$ cat config.mk
export PLATFORM = sky130hd
export DESIGN_NAME = tcc_sqrt_pipe
export DESIGN_NICKNAME = d
export VERILOG_FILES = /design/src/rtl/tcc_pkg.sv /design/src/rtl/tcc_sqrt_pipe.sv
export SDC_FILE = /design/constraint.sdc
export NUM_CORES = 2
export LEC_CHECK = 0
export BUFFER_PORTS_ARGS = -buffer_cell sky130_fd_sc_hd__buf_4
export CORE_UTILIZATION = 57
export CTS_CLUSTER_SIZE = 16
export DETAILED_ROUTE_END_ITERATION = 6
export PLACE_DENSITY = 0.76
export SETUP_SLACK_MARGIN = 0.3
export SLEW_MARGIN = 40
export SYNTH_ARGS = -nofsm -noshare
export SYNTH_HDL_FRONTEND = slang
export SYNTH_MEMORY_MAX_BITS = 65536
export SYNTH_SLANG_ARGS = --single-unit
$ cat constraint.sdc
create_clock -name clk -period 3.35 [get_ports clk]
set_input_delay 0.335 -clock clk [delete_from_list [all_inputs] [get_ports clk]]
set_output_delay 0.335 -clock clk [all_outputs]
set_load 0.02 [all_outputs]
$ cat src/rtl/tcc_pkg.sv
// shared constants for the triangle circumcircle core
`timescale 1ns / 1ps
package tcc_pkg;

    localparam int COORD_BITS_DEF = 12;
    localparam int TAG_W          = 16;
    localparam int CTR_W          = 32;
    localparam int RAD_W          = 32;
    localparam int GC_W           = 16;
    localparam int SQRT_IN_W      = 64;
    localparam int WIDE_W         = 64;

    localparam logic signed [CTR_W-1:0] CTR_MAX = 32'sh7FFF_FFFF;
    localparam logic signed [CTR_W-1:0] CTR_MIN = 32'sh8000_0000;
    localparam logic [RAD_W-1:0]        RAD_MAX = 32'hFFFF_FFFF;
    localparam logic signed [31:0]      GC_MAX  = 32'sd32767;
    localparam logic signed [31:0]      GC_MIN  = -32'sd32768;

endpackage

$ cat src/rtl/tcc_sqrt_pipe.sv
// pipelined integer square root of a 64-bit value, one root bit per stage
`timescale 1ns / 1ps
module tcc_sqrt_pipe #(
    parameter int SW = 8
) (
    input  logic                           clk,
    input  logic                           rst_n,
    input  logic                           en,
    input  logic                           in_valid,
    input  logic [tcc_pkg::SQRT_IN_W-1:0]  value,
    input  logic [SW-1:0]                  side_in,
    output logic                           out_valid,
    output logic [tcc_pkg::RAD_W-1:0]      root,
    output logic [SW-1:0]                  side_out
);
    import tcc_pkg::*;

    localparam int NST = SQRT_IN_W / 2;
    localparam int RTW = SQRT_IN_W / 2;
    localparam int RMW = RTW + 2;

    logic                 v_reg    [NST];
    logic [SQRT_IN_W-1:0] n_reg    [NST];
    logic [RMW-1:0]       rem_reg  [NST];
    logic [RTW-1:0]       root_reg [NST];
    logic [SW-1:0]        side_reg [NST];

    for (genvar k = 0; k < NST; k++) begin : g_stage
        logic                 v_in;
        logic [SQRT_IN_W-1:0] n_in;
        logic [RMW-1:0]       rem_in, rem_sh, trial, rem_next;
        logic [RTW-1:0]       root_in, root_next;
        logic [SW-1:0]        side_in_s;

        if (k == 0) begin : g_first
            assign v_in      = in_valid;
            assign n_in      = value;
            assign rem_in    = '0;
            assign root_in   = '0;
            assign side_in_s = side_in;
        end else begin : g_next
            assign v_in      = v_reg[k-1];
            assign n_in      = n_reg[k-1];
            assign rem_in    = rem_reg[k-1];
            assign root_in   = root_reg[k-1];
            assign side_in_s = side_reg[k-1];
        end

        always_comb
        begin
            rem_sh = {rem_in[RTW-1:0], n_in[SQRT_IN_W-1-2*k -: 2]};
            trial  = {root_in, 2'b01};
            if (rem_sh >= trial)
            begin
                rem_next  = rem_sh - trial;
                root_next = {root_in[RTW-2:0], 1'b1};
            end
            else
            begin
                rem_next  = rem_sh;
                root_next = {root_in[RTW-2:0], 1'b0};
            end
        end

        always_ff @(posedge clk or negedge rst_n)
        begin
            if (!rst_n)
                v_reg[k] <= 1'b0;
            else if (en)
                v_reg[k] <= v_in;
        end

        always_ff @(posedge clk)
        begin
            if (en)
            begin
                n_reg[k]    <= n_in;
                rem_reg[k]  <= rem_next;
                root_reg[k] <= root_next;
                side_reg[k] <= side_in_s;
            end
        end
    end

    assign out_valid = v_reg[NST-1];
    assign root      = RAD_W'(root_reg[NST-1]);
    assign side_out  = side_reg[NST-1];

endmodule

==> impl_metrics.yaml <==
placement:
  io_buffers: 116
  place.gp.congestion: 0.935
  post-dp-hpwl_um: 177000
  pre_cts_ws_ps: -127
  place_area_um2: 131000
floorplanning:
  ios: 117
  core_area_um2: 215000
  die_y_um: 468
  die_x_um: 468
  rows: 170
  die_area_um2: 219000
  start_util_pct: 57.5
power_and_ir_drop:
  seqPwrFrac_pct: 46.0
  p_sw_share_pct: 28.2
  power.density_nw_per_um2: 685
  power.switching_mw: 28.4
  intPower_mw: 72.1
  leakagePower_nw: 56.0
  clockPowerShare_pct: 31.2
  pwr-share-comb_pct: 22.7
  power.ir.vdd_worst_mv: 0.678
layout:
  final_area_um2: 147000
  layout.nets: 10714
  syn_to_final_growth_pct: 18.7
  diodes: 0
  largest_register_ffs: 992
  fill_cells: 14642
  drive_gt1_share_pct: 18.2
  seq_area_um2: 82500
  multi_input_area_um2: 41500
clock_network:
  cts_tree: "built"
  clockBufferDepth: 4
  clock_latency_ps: 950
  clkSlewWorstSetupHoldPaths_ps: 60
  htree_levels: 5
  cts_sinks: 2753
  cts-root-buf: "clkbuf_16"
  numCtsBuffers: 300
sta:
  setup_violations: 0
  fin_crit_ps: 3290
  final-max-slew-violation-count: 0
  rsz0062_at_grt: "true"
  hold_violations: 0
  relSlewSlack_pct: 38.1
  fmax_ghz: 0.304
  timing.final.crit_share_pct: 98.2
  tightestPinTransition_ps: 928
  setup_ws_ps: 60.8
  finalClockSkew_ps: 69.7
critical_path:
  max_stage_delay_ps: 540
  crit_arrival_ps: 3930
  crit_path_frequent_cell: "or4_4"
  path_cells: "nor4_4 > nand2_1 > or4_4 > or4_4 > or2_4 > or3_4 > mux2_1"
  crit_type: "reg2reg"
  slowest_stage: "or4_4"
  crit_fanout: 5
  critPathRequiredTime_ps: 3990
  cp-end-kind: "flip-flop"
  critPathTopFamily: "simple AND/OR/NAND/NOR gates"
  path_buf_inv: 0
  cp-start-kind: "flip-flop"
synthesis:
  synth_flop_cell: "edfxtp_1"
  ys_warn_count: 0
  synth_cell_types: 92
  synthTopCellsByArea: "edfxtp_1 66%, ha_1 5.7%, xnor2_1 3.0%"
  yosysTopAreaCell: "edfxtp_1"
  synthesis.area_um2: 124000
  synth_top_cells_by_count: "2721 x edfxtp_1, 699 x inv_1, 611 x a21oi_1, 595 x nor2_1, 561 x ha_1"
  synth_edf_count: 2721
  synth.avg_cell_area_um2: 13.5
  syn_nets: 9801
  yosys_register_bits: 2753
  yosys.area.top_type_share_pct: 66.1
  ys_seq_area_share_pct: 66.8
  async_reset_ff_share_pct: 1.16
  synthCells: 9164
  yosysMostFrequentCell: "edfxtp_1"
route:
  firstDrtPassIters: 6
  antenna_left: 0
  drtIter0Drc: 6122
  wl_per_cell_um: 19.9
  via_per_inst: 5.73
  drc: 0
  routed_wl_um: 261000
  via_count: 75177
global_route:
  grt_max_degree: 110
  track_usage_pct: 23.1
  grt_pass1_wl_um: 400000
  antenna_found_initial: 1
  grt_pass1_vias: 74063
  gr-total-overflow: 0
job:
  cap_violations: 0
hold_path:
  hp-class: "in2reg"
run_status:
  status: "completed"
[metal layers]
layer  track usage, %  share of wire [%]  wire [µm]
met5                0             0.0065         17
met4             9.38                4.2      10800
met3             3.05                4.4      11500
met2             40.2                 50     131000
met1             29.1                 41     107000
[layout by cell type (no fill, tap or decap), types with 315 or more instances in the layout]
cell type	n
a21oi_1	559
buf_4	598
clkbuf_16	315
edfxtp_1	2721
ha_1	452
inv_1	680
nand2_1	537
nor2_1	569
o21ai_0	351
xnor2_1	416
xor2_1	370
[through the flow]
step	std cells	setup TNS, ps	util (%)	total power [mW]	hold WS [ps]
after floorplan	9164	0	-	59.9	39.4
after global placement	12334	-122	61.0	66.5	291
after detailed placement	12334	-596	61.0	67.0	301
after CTS	12990	0	66.6	99.5	17.6
after global routing	13122	-163	68.2	105	47.7
final	13122	0	68.2	100	98.1
[power by group through the flow]
stage          Combinational [mW]  Clock, mW  Sequential (mW)
6_report                     22.8       31.4             46.2
3_5_place_dp                 20.2          0             46.8
2_1_floorplan                14.3          0             45.6
3_3_place_gp                 19.8          0             46.7
5_1_grt                      24.9       33.4             46.6
4_1_cts                      21.1       32.2             46.2
[kinds of logic after synthesis]
group / Yosys count / share of synthesized area, %
adders and majority gates: 561 / 5.68
AOI/OAI and AO/OA: 1799 / 9.06
xor gates and xnor gates: 796 / 5.64
buffers and inverters: 872 / 2.66
muxes: 142 / 1.29
other: 1 / 0.00303
DFF: 2753 / 66.8
and+or+nand+nor: 2240 / 8.90
[area by class of cell]
cell class	instances	share of cell area, %
Clock buffer	352	5.31
Clock inverter	157	1.02
Inverter	700	1.79
Multi-Input combinational cell	5539	28.3
Sequential cell	2753	56.3
Tap cell	2838	2.42
Timing Repair Buffer	783	4.89
[repair_timing]
item / 4_1_cts / 5_1_grt
gates resized for setup: 282 / 483
setup buffers: 66 / 121
hold endpoints to repair: 109 / 0
pin swaps: 92 / 218
hold buffers: 78 / 0
cloned: 3 / 11
setup endpoints to repair: 500 / 626
[worst paths after layout]
check                          startpoint          endpoint  slack, ps  depth (start not counted)
max reg2reg                rem_reg[5][22]     rem_reg[6][7]         60                          7
min                             value[28]      n_reg[0][28]        100                          2
min in group asynchronous           rst_n   g_stage[1].v_in        480                          4
max in group asynchronous           rst_n  g_stage[26].v_in       2670                          4
min reg2reg                 n_reg[0][131]     n_reg[0][195]        380                          0
max                        rem_reg[5][22]     rem_reg[6][7]         60                          7
No activity file was read; power rests on OpenSTA's default activity.
